<file path="src/rtl/wssp_pkg.sv">
package wssp_pkg;

	// line depth and derived widths
	localparam int MAX_PATTERN = 16;
	localparam int IDX_W       = $clog2(MAX_PATTERN);
	localparam int CNT_W       = $clog2(MAX_PATTERN + 1);

	// stream field widths
	localparam int BYTE_W = 8;
	localparam int OFS_W  = 32;

	// configuration port
	localparam int CFG_IDX_W  = 3;
	localparam int CFG_DATA_W = 64;
	localparam int MASK_W     = 16;
	localparam int LEN_W      = 5;

	// register indexes
	localparam logic [CFG_IDX_W-1:0] REG_PATTERN_LOW    = 3'd0;
	localparam logic [CFG_IDX_W-1:0] REG_PATTERN_HIGH   = 3'd1;
	localparam logic [CFG_IDX_W-1:0] REG_CARE_MASK      = 3'd2;
	localparam logic [CFG_IDX_W-1:0] REG_PATTERN_LENGTH = 3'd3;
	localparam logic [CFG_IDX_W-1:0] REG_REPLACE_LOW    = 3'd4;
	localparam logic [CFG_IDX_W-1:0] REG_REPLACE_HIGH   = 3'd5;
	localparam logic [CFG_IDX_W-1:0] REG_WRITE_MASK     = 3'd6;
	localparam logic [CFG_IDX_W-1:0] REG_REPLACE_LENGTH = 3'd7;

	typedef logic [MAX_PATTERN-1:0][BYTE_W-1:0] byte_row_t;

	// configuration view shared by every cell of the line
	typedef struct packed {
		byte_row_t              pattern;
		logic [MASK_W-1:0]      care;
		logic [CNT_W-1:0]       pat_len;  // effective pattern length, 1..MAX_PATTERN
		byte_row_t              replace;
		logic [MASK_W-1:0]      wmask;
		logic [CNT_W-1:0]       in_len;   // replacement bytes that land inside the window
	} cell_cfg_t;

	// byte k of a 16-byte row
	function automatic logic [BYTE_W-1:0] pick_byte(input byte_row_t row,
			input logic [IDX_W-1:0] k);
		return row[k];
	endfunction

endpackage

</file>
<file path="src/rtl/wssp_if.sv">
// input stream channel
interface wssp_in_if;
	logic                         valid;
	logic                         ready;
	logic [wssp_pkg::BYTE_W-1:0]  in_byte;
	logic                         in_last;

	modport source (output valid, output in_byte, output in_last, input ready);
	modport sink (input valid, input in_byte, input in_last, output ready);
endinterface

// result channel
interface wssp_out_if;
	logic                         valid;
	logic                         ready;
	logic [wssp_pkg::BYTE_W-1:0]  out_byte;
	logic                         out_last;
	logic                         found;
	logic [wssp_pkg::OFS_W-1:0]   match_offset;

	modport source (output valid, output out_byte, output out_last, output found,
		output match_offset, input ready);
	modport sink (input valid, input out_byte, input out_last, input found,
		input match_offset, output ready);
endinterface

</file>
<file path="src/rtl/wildcard_signature_scan_patch.sv">
// Wildcard byte pattern search and patch. Bytes shift through a line of 16
// cells; each accepted byte is compared, in the same cycle, against the
// newest pattern_length bytes and the first match patches the line in place
// (replacement bytes past the window are applied to later input bytes).
// One byte is accepted per cycle except when draining or full and stalled;
// once the line holds 16 bytes each accepted byte pushes out the oldest one
// through a single output register, so a result appears in the cycle after
// the byte that caused it. The in_last byte starts a drain: the line
// empties through the output register one byte per cycle while the output
// is not stalled, and no input is taken until the final byte, flagged
// out_last, has been loaded. found and match_offset report the first match
// of the current stream; a stream shorter than the pattern never matches.
// Configuration writes should be made between streams.
module wildcard_signature_scan_patch (
	input  logic                                clk,
	input  logic                                arst_n,
	input  logic                                cfg_we,
	input  logic [wssp_pkg::CFG_IDX_W-1:0]      cfg_index,
	input  logic [wssp_pkg::CFG_DATA_W-1:0]     cfg_data,
	wssp_in_if.sink                             byte_ch,
	wssp_out_if.source                          result_ch
);

	localparam logic [wssp_pkg::OFS_W-1:0] OFS_MAX = '1;
	localparam logic [wssp_pkg::CNT_W-1:0] FULL    = wssp_pkg::CNT_W'(wssp_pkg::MAX_PATTERN);
	localparam logic [wssp_pkg::CNT_W-1:0] ONE     = wssp_pkg::CNT_W'(1);

	// configuration registers
	logic [wssp_pkg::CFG_DATA_W-1:0]  pat_lo_q, pat_hi_q, rep_lo_q, rep_hi_q;
	logic [wssp_pkg::MASK_W-1:0]      care_q, wmask_q;
	logic [wssp_pkg::LEN_W-1:0]       plen_q, rlen_q;

	// stream state
	logic [wssp_pkg::CNT_W-1:0]       fill_q;
	logic                             match_seen_q;
	logic [wssp_pkg::OFS_W-1:0]       byte_cnt_q;
	logic [wssp_pkg::OFS_W-1:0]       offset_q;
	logic [wssp_pkg::CNT_W-1:0]       patch_rem_q;
	logic                             drain_q;

	// output register
	logic                             out_valid_q;
	logic [wssp_pkg::BYTE_W-1:0]      out_byte_q;
	logic                             out_last_q;
	logic                             found_q;
	logic [wssp_pkg::OFS_W-1:0]       out_ofs_q;

	wssp_pkg::cell_cfg_t              ccfg;
	logic [wssp_pkg::CNT_W-1:0]       elen, erl;
	logic [wssp_pkg::CNT_W-1:0]       k_full;
	logic [wssp_pkg::BYTE_W-1:0]      new_byte;
	logic [wssp_pkg::CNT_W-1:0]       fill_next;
	logic [wssp_pkg::CNT_W-1:0]       drain_pos;
	logic                             in_acc, emit_full, out_free, drain_step, hit;
	logic [wssp_pkg::MAX_PATTERN-1:0] cell_match;
	logic [wssp_pkg::BYTE_W-1:0]      cell_q   [wssp_pkg::MAX_PATTERN];
	logic [wssp_pkg::BYTE_W-1:0]      cell_din [wssp_pkg::MAX_PATTERN];

	// register writes
	always_ff @(posedge clk or negedge arst_n) begin
		if (!arst_n) begin
			pat_lo_q <= '0;
			pat_hi_q <= '0;
			care_q   <= '0;
			plen_q   <= wssp_pkg::LEN_W'(1);
			rep_lo_q <= '0;
			rep_hi_q <= '0;
			wmask_q  <= '0;
			rlen_q   <= '0;
		end else if (cfg_we) begin
			unique case (cfg_index)
				wssp_pkg::REG_PATTERN_LOW:    pat_lo_q <= cfg_data;
				wssp_pkg::REG_PATTERN_HIGH:   pat_hi_q <= cfg_data;
				wssp_pkg::REG_CARE_MASK:      care_q   <= cfg_data[wssp_pkg::MASK_W-1:0];
				wssp_pkg::REG_PATTERN_LENGTH: plen_q   <= cfg_data[wssp_pkg::LEN_W-1:0];
				wssp_pkg::REG_REPLACE_LOW:    rep_lo_q <= cfg_data;
				wssp_pkg::REG_REPLACE_HIGH:   rep_hi_q <= cfg_data;
				wssp_pkg::REG_WRITE_MASK:     wmask_q  <= cfg_data[wssp_pkg::MASK_W-1:0];
				wssp_pkg::REG_REPLACE_LENGTH: rlen_q   <= cfg_data[wssp_pkg::LEN_W-1:0];
				default: ;
			endcase
		end
	end

	// effective lengths, clamped to the line depth
	always_comb begin
		if (plen_q == '0) begin
			elen = ONE;
		end else if (wssp_pkg::CNT_W'(plen_q) > FULL) begin
			elen = FULL;
		end else begin
			elen = wssp_pkg::CNT_W'(plen_q);
		end
		erl = (wssp_pkg::CNT_W'(rlen_q) > FULL) ? FULL : wssp_pkg::CNT_W'(rlen_q);
	end

	always_comb begin
		ccfg.pattern = {pat_hi_q, pat_lo_q};
		ccfg.care    = care_q;
		ccfg.pat_len = elen;
		ccfg.replace = {rep_hi_q, rep_lo_q};
		ccfg.wmask   = wmask_q;
		ccfg.in_len  = (erl < elen) ? erl : elen;
	end

	// handshake
	assign emit_full     = fill_q == FULL;
	assign out_free      = !out_valid_q || result_ch.ready;
	assign byte_ch.ready = !drain_q && (!emit_full || out_free);
	assign in_acc        = byte_ch.valid && byte_ch.ready;
	assign drain_step    = drain_q && out_free;

	// tail of an accepted patch applied to the incoming byte
	assign k_full = erl - patch_rem_q;
	always_comb begin
		new_byte = byte_ch.in_byte;
		if (patch_rem_q != '0 && wmask_q[k_full[wssp_pkg::IDX_W-1:0]]) begin
			new_byte = wssp_pkg::pick_byte(ccfg.replace, k_full[wssp_pkg::IDX_W-1:0]);
		end
	end

	assign fill_next = emit_full ? FULL : fill_q + ONE;
	assign hit = in_acc && !match_seen_q && (fill_next >= elen) && (&cell_match);

	// the line: cell MAX_PATTERN-1 takes the new byte, the others their neighbor
	for (genvar j = 0; j < wssp_pkg::MAX_PATTERN; j++) begin : g_cell
		if (j == wssp_pkg::MAX_PATTERN - 1) begin : g_head
			assign cell_din[j] = new_byte;
		end else begin : g_body
			assign cell_din[j] = cell_q[j+1];
		end

		wssp_cell u_cell (
			.clk   (clk),
			.pos   (wssp_pkg::IDX_W'(j)),
			.cfg   (ccfg),
			.shift (in_acc),
			.din   (cell_din[j]),
			.hit   (hit),
			.match (cell_match[j]),
			.q     (cell_q[j])
		);
	end

	// oldest valid byte while draining
	assign drain_pos = FULL - fill_q;

	// stream state
	always_ff @(posedge clk or negedge arst_n) begin
		if (!arst_n) begin
			fill_q       <= '0;
			match_seen_q <= 1'b0;
			byte_cnt_q   <= '0;
			offset_q     <= '0;
			patch_rem_q  <= '0;
			drain_q      <= 1'b0;
		end else if (in_acc) begin
			fill_q <= fill_next;
			if (byte_cnt_q != OFS_MAX) begin
				byte_cnt_q <= byte_cnt_q + wssp_pkg::OFS_W'(1);
			end
			if (patch_rem_q != '0) begin
				patch_rem_q <= patch_rem_q - ONE;
			end
			if (hit) begin
				match_seen_q <= 1'b1;
				offset_q     <= (byte_cnt_q == OFS_MAX) ? OFS_MAX
					: byte_cnt_q + wssp_pkg::OFS_W'(1) - wssp_pkg::OFS_W'(elen);
				patch_rem_q  <= (erl > elen) ? erl - elen : '0;
			end
			if (byte_ch.in_last) begin
				drain_q <= 1'b1;
			end
		end else if (drain_step) begin
			fill_q <= fill_q - ONE;
			if (fill_q == ONE) begin
				drain_q      <= 1'b0;
				match_seen_q <= 1'b0;
				byte_cnt_q   <= '0;
				offset_q     <= '0;
				patch_rem_q  <= '0;
			end
		end
	end

	// output register control
	always_ff @(posedge clk or negedge arst_n) begin
		if (!arst_n) begin
			out_valid_q <= 1'b0;
		end else if ((in_acc && emit_full) || drain_step) begin
			out_valid_q <= 1'b1;
		end else if (result_ch.ready) begin
			out_valid_q <= 1'b0;
		end
	end

	// output payload
	always_ff @(posedge clk) begin
		if (in_acc && emit_full) begin
			out_byte_q <= cell_q[0];
			out_last_q <= 1'b0;
			found_q    <= match_seen_q;
			out_ofs_q  <= match_seen_q ? offset_q : '0;
		end else if (drain_step) begin
			out_byte_q <= cell_q[drain_pos[wssp_pkg::IDX_W-1:0]];
			out_last_q <= fill_q == ONE;
			found_q    <= match_seen_q;
			out_ofs_q  <= match_seen_q ? offset_q : '0;
		end
	end

	assign result_ch.valid        = out_valid_q;
	assign result_ch.out_byte     = out_byte_q;
	assign result_ch.out_last     = out_last_q;
	assign result_ch.found        = found_q;
	assign result_ch.match_offset = out_ofs_q;

endmodule

</file>
<file path="src/rtl/wssp_cell.sv">
// One byte of the delay line: takes its neighbor's byte on each shift,
// compares the incoming byte against its pattern slot and applies the patch.
module wssp_cell (
	input  logic                            clk,
	input  logic [wssp_pkg::IDX_W-1:0]      pos,
	input  wssp_pkg::cell_cfg_t             cfg,
	input  logic                            shift,
	input  logic [wssp_pkg::BYTE_W-1:0]     din,
	input  logic                            hit,
	output logic                            match,
	output logic [wssp_pkg::BYTE_W-1:0]     q
);

	logic [wssp_pkg::CNT_W:0]     reach;
	logic [wssp_pkg::CNT_W:0]     slot_full;
	logic [wssp_pkg::IDX_W-1:0]   slot;
	logic                         in_win;
	logic                         patch;
	logic [wssp_pkg::BYTE_W-1:0]  byte_q;

	// slot of the pattern this cell sees once the line has shifted
	assign reach     = (wssp_pkg::CNT_W + 1)'(pos) + (wssp_pkg::CNT_W + 1)'(cfg.pat_len);
	assign in_win    = reach >= (wssp_pkg::CNT_W + 1)'(wssp_pkg::MAX_PATTERN);
	assign slot_full = reach - (wssp_pkg::CNT_W + 1)'(wssp_pkg::MAX_PATTERN);
	assign slot      = slot_full[wssp_pkg::IDX_W-1:0];

	// wildcard slots and cells outside the window always agree
	assign match = !in_win || !cfg.care[slot]
		|| (din == wssp_pkg::pick_byte(cfg.pattern, slot));

	assign patch = in_win && (wssp_pkg::CNT_W'(slot) < cfg.in_len) && cfg.wmask[slot];

	always_ff @(posedge clk) begin
		if (shift) begin
			byte_q <= (hit && patch) ? wssp_pkg::pick_byte(cfg.replace, slot) : din;
		end
	end

	assign q = byte_q;

endmodule

</file>
<file path="src/flat_wrapper.sv">
// flat-port wrapper written by rule: the top's interface ports become plain ports
module wildcard_signature_scan_patch_flat 
  (clk, arst_n, cfg_we, cfg_index, cfg_data, byte_ch_valid, byte_ch_in_byte, byte_ch_in_last, byte_ch_ready, result_ch_valid, result_ch_out_byte, result_ch_out_last, result_ch_found, result_ch_match_offset, result_ch_ready);
  wssp_in_if byte_ch_i ();
  wssp_out_if result_ch_i ();
  input  logic clk;
  input  logic arst_n;
  input  logic cfg_we;
  input  logic [wssp_pkg::CFG_IDX_W-1:0] cfg_index;
  input  logic [wssp_pkg::CFG_DATA_W-1:0] cfg_data;
  input wire logic [$bits(byte_ch_i.valid)-1:0] byte_ch_valid;
  input wire logic [$bits(byte_ch_i.in_byte)-1:0] byte_ch_in_byte;
  input wire logic [$bits(byte_ch_i.in_last)-1:0] byte_ch_in_last;
  output wire logic [$bits(byte_ch_i.ready)-1:0] byte_ch_ready;
  output wire logic [$bits(result_ch_i.valid)-1:0] result_ch_valid;
  output wire logic [$bits(result_ch_i.out_byte)-1:0] result_ch_out_byte;
  output wire logic [$bits(result_ch_i.out_last)-1:0] result_ch_out_last;
  output wire logic [$bits(result_ch_i.found)-1:0] result_ch_found;
  output wire logic [$bits(result_ch_i.match_offset)-1:0] result_ch_match_offset;
  input wire logic [$bits(result_ch_i.ready)-1:0] result_ch_ready;
  assign byte_ch_i.valid = byte_ch_valid;
  assign byte_ch_i.in_byte = byte_ch_in_byte;
  assign byte_ch_i.in_last = byte_ch_in_last;
  assign byte_ch_ready = byte_ch_i.ready;
  assign result_ch_valid = result_ch_i.valid;
  assign result_ch_out_byte = result_ch_i.out_byte;
  assign result_ch_out_last = result_ch_i.out_last;
  assign result_ch_found = result_ch_i.found;
  assign result_ch_match_offset = result_ch_i.match_offset;
  assign result_ch_i.ready = result_ch_ready;
  wildcard_signature_scan_patch u_core (.clk(clk), .arst_n(arst_n), .cfg_we(cfg_we), .cfg_index(cfg_index), .cfg_data(cfg_data), .byte_ch(byte_ch_i), .result_ch(result_ch_i));
endmodule
</file>
<file path="config.mk">
export PLATFORM = sky130hd
export DESIGN_NAME = wildcard_signature_scan_patch_flat
export DESIGN_NICKNAME = d
export VERILOG_FILES = /design/src/rtl/wssp_pkg.sv /design/src/rtl/wssp_if.sv /design/src/rtl/wildcard_signature_scan_patch.sv /design/src/rtl/wssp_cell.sv /design/src/flat_wrapper.sv
export SDC_FILE = /design/constraint.sdc
export NUM_CORES = 2
export LEC_CHECK = 0
export BUFFER_PORTS_ARGS = -buffer_cell sky130_fd_sc_hd__buf_2
export CAP_MARGIN = 20
export CORE_UTILIZATION = 35
export CTS_BUF_LIST = sky130_fd_sc_hd__clkbuf_8
export CTS_CLUSTER_SIZE = 20
export DETAILED_ROUTE_END_ITERATION = 12
export SLEW_MARGIN = 10
export SYNTH_ARGS = -nofsm -noshare
export SYNTH_HDL_FRONTEND = slang
export SYNTH_SLANG_ARGS = --single-unit
</file>
<file path="constraint.sdc">
create_clock -name clk -period 19.3 [get_ports clk]
set_clock_uncertainty 0.15 [all_clocks]
set_input_delay 0.965 -clock clk [delete_from_list [all_inputs] [get_ports clk]]
set_output_delay 0.965 -clock clk [all_outputs]
set_load 0.005 [all_outputs]
</file>
Word level (Yosys, flattened, before mapping)
Cells that the tools add are included.

Reductions and logical operators: 147. Order comparisons: 55. Bitwise operators: 1. $add $sub $neg: 39. Muxes and demuxes: 187. Eq/ne operators: 31.

Operator list (number): 8-bit binary-select mux with 4-bit select (34); 8-bit two-way mux (54); 32-bit two-way mux (10); 1-bit binary-select mux with 4-bit select (33); 8-bit == test (16); 6-bit by 5-bit greater-or-equal comparator with 1-bit output (second input constant) (15); 4-bit by 5-bit less-than comparator with 1-bit output (second input constant) (17); 4-bit by 5-bit less-than comparator with 1-bit output (16); 5-bit two-way mux (13); 4-bit by 1-bit subtractor with 4-bit output (second input constant) (16); 1-bit logical AND (56); 4-bit by 5-bit adder with 6-bit output (first input constant) (8); 1-bit two-way mux (43); 1-bit zero test (36); 1-bit logical OR (35); 32-bit by 1-bit adder with 32-bit output (second input constant) (1); 32-bit == test (second input constant) (1); 32-bit inequality test (second input constant) (1); 32-bit by 5-bit subtractor with 32-bit output (1); 3-bit by 5-bit adder with 6-bit output (first input constant) (4); 16-bit AND reduction (1); 2-bit AND reduction (8); 2-bit by 5-bit adder with 6-bit output (first input constant) (2); 3-bit == test (second input constant) (4); other kinds (23) (35).

Register bits: 545. Word-level logic and storage cells: 495. Bits of input ports: 81. Output and inout bits: 44.

Longest topological paths before layout
Word-level depth: 14. Depth in mapped cells: 32. Depth with buffers taken out: 18.

Hierarchy
A second synthesis with hierarchy kept.

Cell total of the unflattened synthesis: 6024. Area, all modules: 71210.8 µm².

Modules (own cells, without submodules): wssp_cell (u_core.g_cell[10].u_cell ...) (area an instance 3168.0 µm², times used 13, seq. area each 240.2 µm², cells each 279); wildcard_signature_scan_patch (area an instance 20643.5 µm², times used 1, seq. area each 10636.5 µm², cells each 1626); wssp_cell (u_core.g_cell[8].u_cell ...) (area an instance 3178.0 µm², times used 2, seq. area each 240.2 µm², cells each 280); wssp_cell (u_core.g_cell[0].u_cell) (area an instance 3026.7 µm², times used 1, seq. area each 240.2 µm², cells each 211).

Worst setup path after synthesis
Ideal clock, no wire load.

Kind: register to register. Start: reg u_core.plen_q[1] in the netlist's numbering. End: reg u_core.g_cell[13].u_cell.byte_q (netlist bit u_core.g_cell[13].u_cell.q[0]), data pin. Path slack: 11408 ps. Setup time: 260 ps. Stages on the path, launching flop included: 30. Clock period less this slack: 7892 ps. Data arrival time: 7482 ps. Path through: dfrtp_1 -> buf_4 -> nor2b_1 -> buf_4 -> inv_2 -> buf_6 -> buf_2 -> buf_1 -> clkbuf_1 -> buf_1 -> buf_2 -> clkbuf_1 -> clkbuf_1 -> buf_1 -> ha_1 -> clkbuf_1 -> inv_2 -> clkbuf_1 -> mux4_2 -> mux2i_1 -> mux2i_1 -> and3_1 -> nor4_1 -> nand4_1 -> a2111oi_0 -> nand4_1 -> buf_2 -> buf_6 -> a211oi_4 -> mux2_4.

Longest elaborated chain between the ends: 14. Elaborated cells on any way between the ends: 210. Those cells by class: add/sub: 31; order compare: 20; eq/ne: 16; mux: 72; reduce/logical: 71.

RTL lines: from (decl) (RTL line wildcard_signature_scan_patch.sv:31) `logic [wssp_pkg::LEN_W-1:0] plen_q, rlen_q;`; from (signal assigned) (RTL line wildcard_signature_scan_patch.sv:65) `plen_q <= wssp_pkg::LEN_W'(1);`; from (signal assigned) (RTL line wildcard_signature_scan_patch.sv:75) `wssp_pkg::REG_PATTERN_LENGTH: plen_q <= cfg_data[wssp_pkg::LEN_W-1:0];`; 5-bit > comparator (RTL line wildcard_signature_scan_patch.sv:89) `end else if (wssp_pkg::CNT_W'(plen_q) > FULL) begin`; 5-bit two-way mux (RTL line wildcard_signature_scan_patch.sv:89); 5-bit two-way mux (*) (RTL line wildcard_signature_scan_patch.sv:87) `if (plen_q == '0) begin`; branches (longest 10 deep; another with 4-bit by 5-bit adder with 6-bit output); 8-bit two-way mux (*) (RTL line wssp_cell.sv:35) `byte_q <= (hit && patch) ? wssp_pkg::pick_byte(cfg.replace, slot) : din;`; to (signal assigned) (RTL line wssp_cell.sv:35); to (decl) (RTL line wssp_cell.sv:19) `logic [wssp_pkg::BYTE_W-1:0] byte_q;`.

Every way passes the cells marked *. The select of a mux whose other input is x is not followed. A chain may end at the register's enable or synchronous reset.

Final worst setup path
Start: reg u_core.plen_q[4] in the netlist's numbering. End: reg u_core.g_cell[9].u_cell.byte_q (netlist bit u_core.g_cell[9].u_cell.q[2]), data pin.

Longest elaborated chain between the ends: 14. Elaborated cells on any way between the ends: 210. Those cells by class: add/sub: 31; order compare: 20; eq/ne: 16; mux: 72; reduce/logical: 71.

RTL lines (RTL line): 5-bit > comparator (wildcard_signature_scan_patch.sv:89); 5-bit two-way mux (wildcard_signature_scan_patch.sv:89); 5-bit two-way mux (*) (wildcard_signature_scan_patch.sv:87); branches (longest 10 deep; another with 4-bit by 5-bit adder with 6-bit output); 8-bit two-way mux (*) (wssp_cell.sv:35); to (signal assigned) (wssp_cell.sv:35); to (decl) (wssp_cell.sv:19).

Marks and branches as above.

==> impl.org <==
** Placed design
- Count of buffers inserted at the top-level ports :: 124
- Post-DP HPWL :: 130500 microns
- Routability-driven placement finished with a final weighted congestion of 1.122.

** Route
- In this run the remaining antenna-violating nets after routing total 0.
- Number of vias in the routed layout :: 36.91k
- For this run, design rule violations remaining after detail routing come to 0.
- Summed over all layers, the routed wires come to 172700 microns.
- After the first detailed-routing iteration, the DRC count stood at 5321.
- WL per Instance :: 29.18 microns
- For this run, the detailed router's first-pass iteration total came to 8.
- Routed via count divided by cell count :: 6.238

** Critical path
- Data required time at the worst endpoint :: 19.68 ns
- RR Startpoint :: u_core.plen_q[4]
- The signal on the critical path passes through buf_4 > nor2b_4 > inv_8 > buf_4 > buf_4 > mux2i_1 > mux2i_1 > mux4_2 > xor2_1 > nor4_1 > a21oi_1 > or4_1 > nor4_1 > nand4_1 > buf_4 > buf_4 > a211oi_4 > mux2_4.
- Cell type group with the largest total delay on the critical path :: buffers and inverters
- Worst-path cell with the longest stage delay :: sky130_fd_sc_hd__buf_4
- Maximum single-stage delay on the critical path :: 0.82 ns
- Counting buffers and inverters, the worst setup path is 18 cells deep.
- Maximum fanout along the worst path :: 110
- Counting both buffers and inverters, the worst setup path holds a total of 6.
- The worst register-to-register path has a setup slack of 9.97 ns.
- Number of cells on the worst reg-to-reg path :: 18
- Tracing the worst setup path back leads to its startpoint at u_core.plen_q[4].
- Data arrives at the worst endpoint at 9.72 ns.
- The most numerous cell type found on the critical path is sky130_fd_sc_hd__buf_4.
- STA classifies the critical path endpoint as a flip-flop.
- Start-to-end type of the worst setup path :: flip-flop to flip-flop
- In this run the critical register-to-register path is captured at u_core.g_cell[9].u_cell.q[2].
- Timing endpoint of the critical path :: u_core.g_cell[9].u_cell.q[2]
- STA classifies the critical path startpoint as a flip-flop.

** Clock network
- The clock passes through at most 3 buffers.
- Clock tree root buffer cell :: sky130_fd_sc_hd__clkbuf_8
- The tree built by TritonCTS fans out to 545 sinks.
- Buffers inserted during clock tree synthesis total 99.
- Clock-pin transition on the worst setup and hold timing paths :: 0.07 ns
- The later pin in the worst-skew pair is clocked with a latency of 0.85 ns.
- TritonCTS built the clock tree.
- CTS H-tree depth :: 3

** Cells and area
- In the final layout, the share of cells above drive strength 1 is 0.2216.
- Top library cells by usage in the layout, fill and taps aside :: sky130_fd_sc_hd__mux2i_1, sky130_fd_sc_hd__nand2_1, sky130_fd_sc_hd__dfrtp_1
- Relative to the synthesized area, the layout overhead comes to 10.32%.
- Summing all multi-input logic gate instances after layout gives 27260 sq um.
- Most frequent standard cell in the layout excluding fill and tap cells :: sky130_fd_sc_hd__mux2i_1
- For this run, the post-layout net count is 4345.
- The sequential cells in the finished layout cover a total of 14480 sq um.
- Fill cell count :: 11.93k

** Yosys
- Cell types with the largest area share after synthesis :: sky130_fd_sc_hd__dfrtp_1, sky130_fd_sc_hd__mux2i_1, sky130_fd_sc_hd__edfxtp_1
- Summing every instance area after synthesis gives 43030 sq um.
- Synthesis produced a netlist with a net count of 4345.
- In the synthesized netlist the dominant register cell turns out to be sky130_fd_sc_hd__dfrtp_1.
- Gate Count Post-Synth :: 4199
- Mean instance size in the synthesized netlist :: 10.25 sq um
- The synthesized design contains 545 register bits.
- For this run, asynchronously set or reset flops after synthesis account for 0.6881.
- Of the synthesized area, sequential elements account for 0.3366.
- Count of flip-flops with a built-in enable after synthesis :: 169
- Proportion of netlist area held by the largest area contributor :: 0.2175
- sky130_fd_sc_hd__dfrtp_1 takes more of the synthesized area than any other cell.
- After synthesis, the netlist uses 73 different library cells.
- Total of warnings raised by yosys :: 0

** Pwr
- IR analysis of the VDD net gives a maximum drop of 0.1291 mV.
- Summed over all cells, the static leakage comes to 20.09 nW.
- Of the total power, combinational logic draws 0.635.
- Cell internal power was estimated by the tool at 4.249 mW.
- Clock network fraction of design power :: 0.143
- Pwr dens :: 181.7 nW/um^2
- Switching share of power :: 0.5073
- Part of the power in registers :: 0.222
- Net Sw Power :: 4.374 mW

** Floorplanning
- The die is 352.6 microns tall.
- Total Die Area :: 124300 sq um
- Site Rows :: 128
- For this design the top-level I/O count stands at 125.
- Area of the core :: 121900 sq um
- For this configuration, the core starts out at a cell density of 0.3530.
- In this run the horizontal extent of the chip is 352.6 microns.

** Run status
- The flow ran to the end, and the final reports show no timing, DRC or antenna violations.

** Flow run
- Max-cap violations in this run came to 0.

** Timing
- Unrepaired setup endpoints after global routing :: no
- Min cycle time layout :: 9.333 ns
- Tightest Pin Transition :: 1.141 ns
- Share of the cycle needed by the critical path after routing :: 0.4836
- Final count of pins violating max slew :: 0
- Max-Slew Margin vs Limit :: 0.2395
- Setup TNS :: 0 ns
- Number of hold-slack violations in the final timing report :: 0
- Hold is met by 0.2428 ns.
- Setup violations remaining at the end of the flow were counted as 0.
- Static timing analysis puts the maximum clock frequency at 107.1 MHz.

** Min path
- The min-delay analysis places its worst path in the category input pin to flip-flop.
- In this run the most critical hold path is launched from cfg_data[26].

** GRT
- The number of antenna violations at the first check in global routing came to 19.
- Highest-utilization routing layer at the global route stage :: met2
- Total grt overflow :: 0
- For met3 alone, demand over resource in global routing was 0.1014.
- For this run, the total global-route usage over all layers was measured as 0.2705.
- Entering global routing, the biggest net connects 111 pins.
- First-pass GRT wire length :: 247400 microns
- GRT met1 Usage :: 0.3693
- Vias in the first global route :: 33.76k
- Global-route met2 utilization :: 0.3799
## power groups by stage
| stage | Clock, mW | Combinational, mW | Sequential [mW] |
|---|---|---|---|
| after floorplan | 0 | 3.58 | 1.74 |
| after global placement | 0 | 5.21 | 1.90 |
| after detailed placement | 0 | 5.26 | 1.91 |
| after CTS | 1.26 | 5.28 | 1.89 |
| after global routing | 1.30 | 5.75 | 1.94 |
| final | 1.23 | 5.47 | 1.92 |
## final cells by class
cell class                 instances  share of cell area
antenna                            9           0.0004745
clock inverter                    65             0.01110
multi-input combinational       3300              0.5743
timing repair buffer             207             0.02715
sequential                       545              0.3051
tap                             1625             0.04284
clock buffer                     120             0.03480
inverter                          46            0.004191
## flip-flops by register name, indices dropped and copies added (netlist names), 8 cells and up
register,count
u_core.g_cell.u_cell.q,128
u_core.rep_lo_q,64
u_core.result_ch.match_offset,32
u_core.pat_lo_q,64
u_core.pat_hi_q,64
u_core.care_q,16
u_core.wmask_q,16
u_core.byte_cnt_q,32
u_core.offset_q,32
u_core.result_ch.out_byte,8
u_core.rep_hi_q,64
## cells in the mapped netlist (all sizes together) (8+ instances only)
| cell | n |
|---|---|
| dfrtp | 374 |
| nor2b | 15 |
| and3 | 96 |
| clkbuf | 209 |
| nand2 | 478 |
| a22o | 9 |
| a21oi | 95 |
| nor3 | 31 |
| o21ai | 207 |
| ha | 62 |
| a22oi | 69 |
| o22ai | 11 |
| o31ai | 10 |
| nor4 | 37 |
| mux4 | 162 |
| xor2 | 139 |
| nand2b | 14 |
| nand4 | 37 |
| o221ai | 8 |
| xnor2 | 52 |
| nor2 | 222 |
| a31oi | 83 |
| edfxtp | 169 |
| a211oi | 22 |
| buf | 99 |
| mux2 | 417 |
| nand3 | 175 |
| inv | 39 |
| mux2i | 719 |
| and2 | 41 |
## routing by layer
metal	part of all wire	vias up
li1	-	15660
met1	0.41	18463
met3	0.14	443
met2	0.41	2333
met4	0.048	12
met5	0.00071	-
## cells by family after synthesis
group,after synthesis,share of synthesized area
multiplexers,1298,0.3640
AND/OR/NAND/NOR,1177,0.1256
AO/OA/AOI/OAI,569,0.08195
flip-flops,545,0.3366
buffers and inverters,354,0.03341
XOR/XNOR,191,0.03906
adder cells (fa/ha/maj),65,0.01943
## metrics by stage
stage	setup slack, ns	power [mW]	area (sq um)	utilization	std cells
finish	9.967	8.623	47470	0.3895	5917
global route	9.891	8.982	47450	0.3894	5912
CTS	10.49	8.424	47380	0.3888	5904
detailed placement	10.54	7.168	45190	0.3708	5718
global placement	10.63	7.111	45150	0.3705	5713
floorplan	11.41	5.320	43030	-	4199
## what timing repair did
item | in CTS | in global routing
hold buffers | 1 | 0
setup buffers | 0 | 0
gates resized for setup | 0 | 0
endpoints found under the hold margin | 52 | 0
setup endpoints to repair | 0 | 0
## how the worst min path moves through the flow
stage / depth (start not counted) / to / slack (ns)
finish: 2 / u_core.pat_lo_q[26] / 0.24
global route: 2 / u_core.drain_q / 0.21
CTS: 2 / u_core.drain_q / 0.16
detailed placement: 2 / u_core.result_ch.out_last / 0.30
global placement: 2 / u_core.result_ch.out_last / 0.30
floorplan: 2 / u_core.result_ch.out_last / 0.30
(Power assumes the default switching activity.)
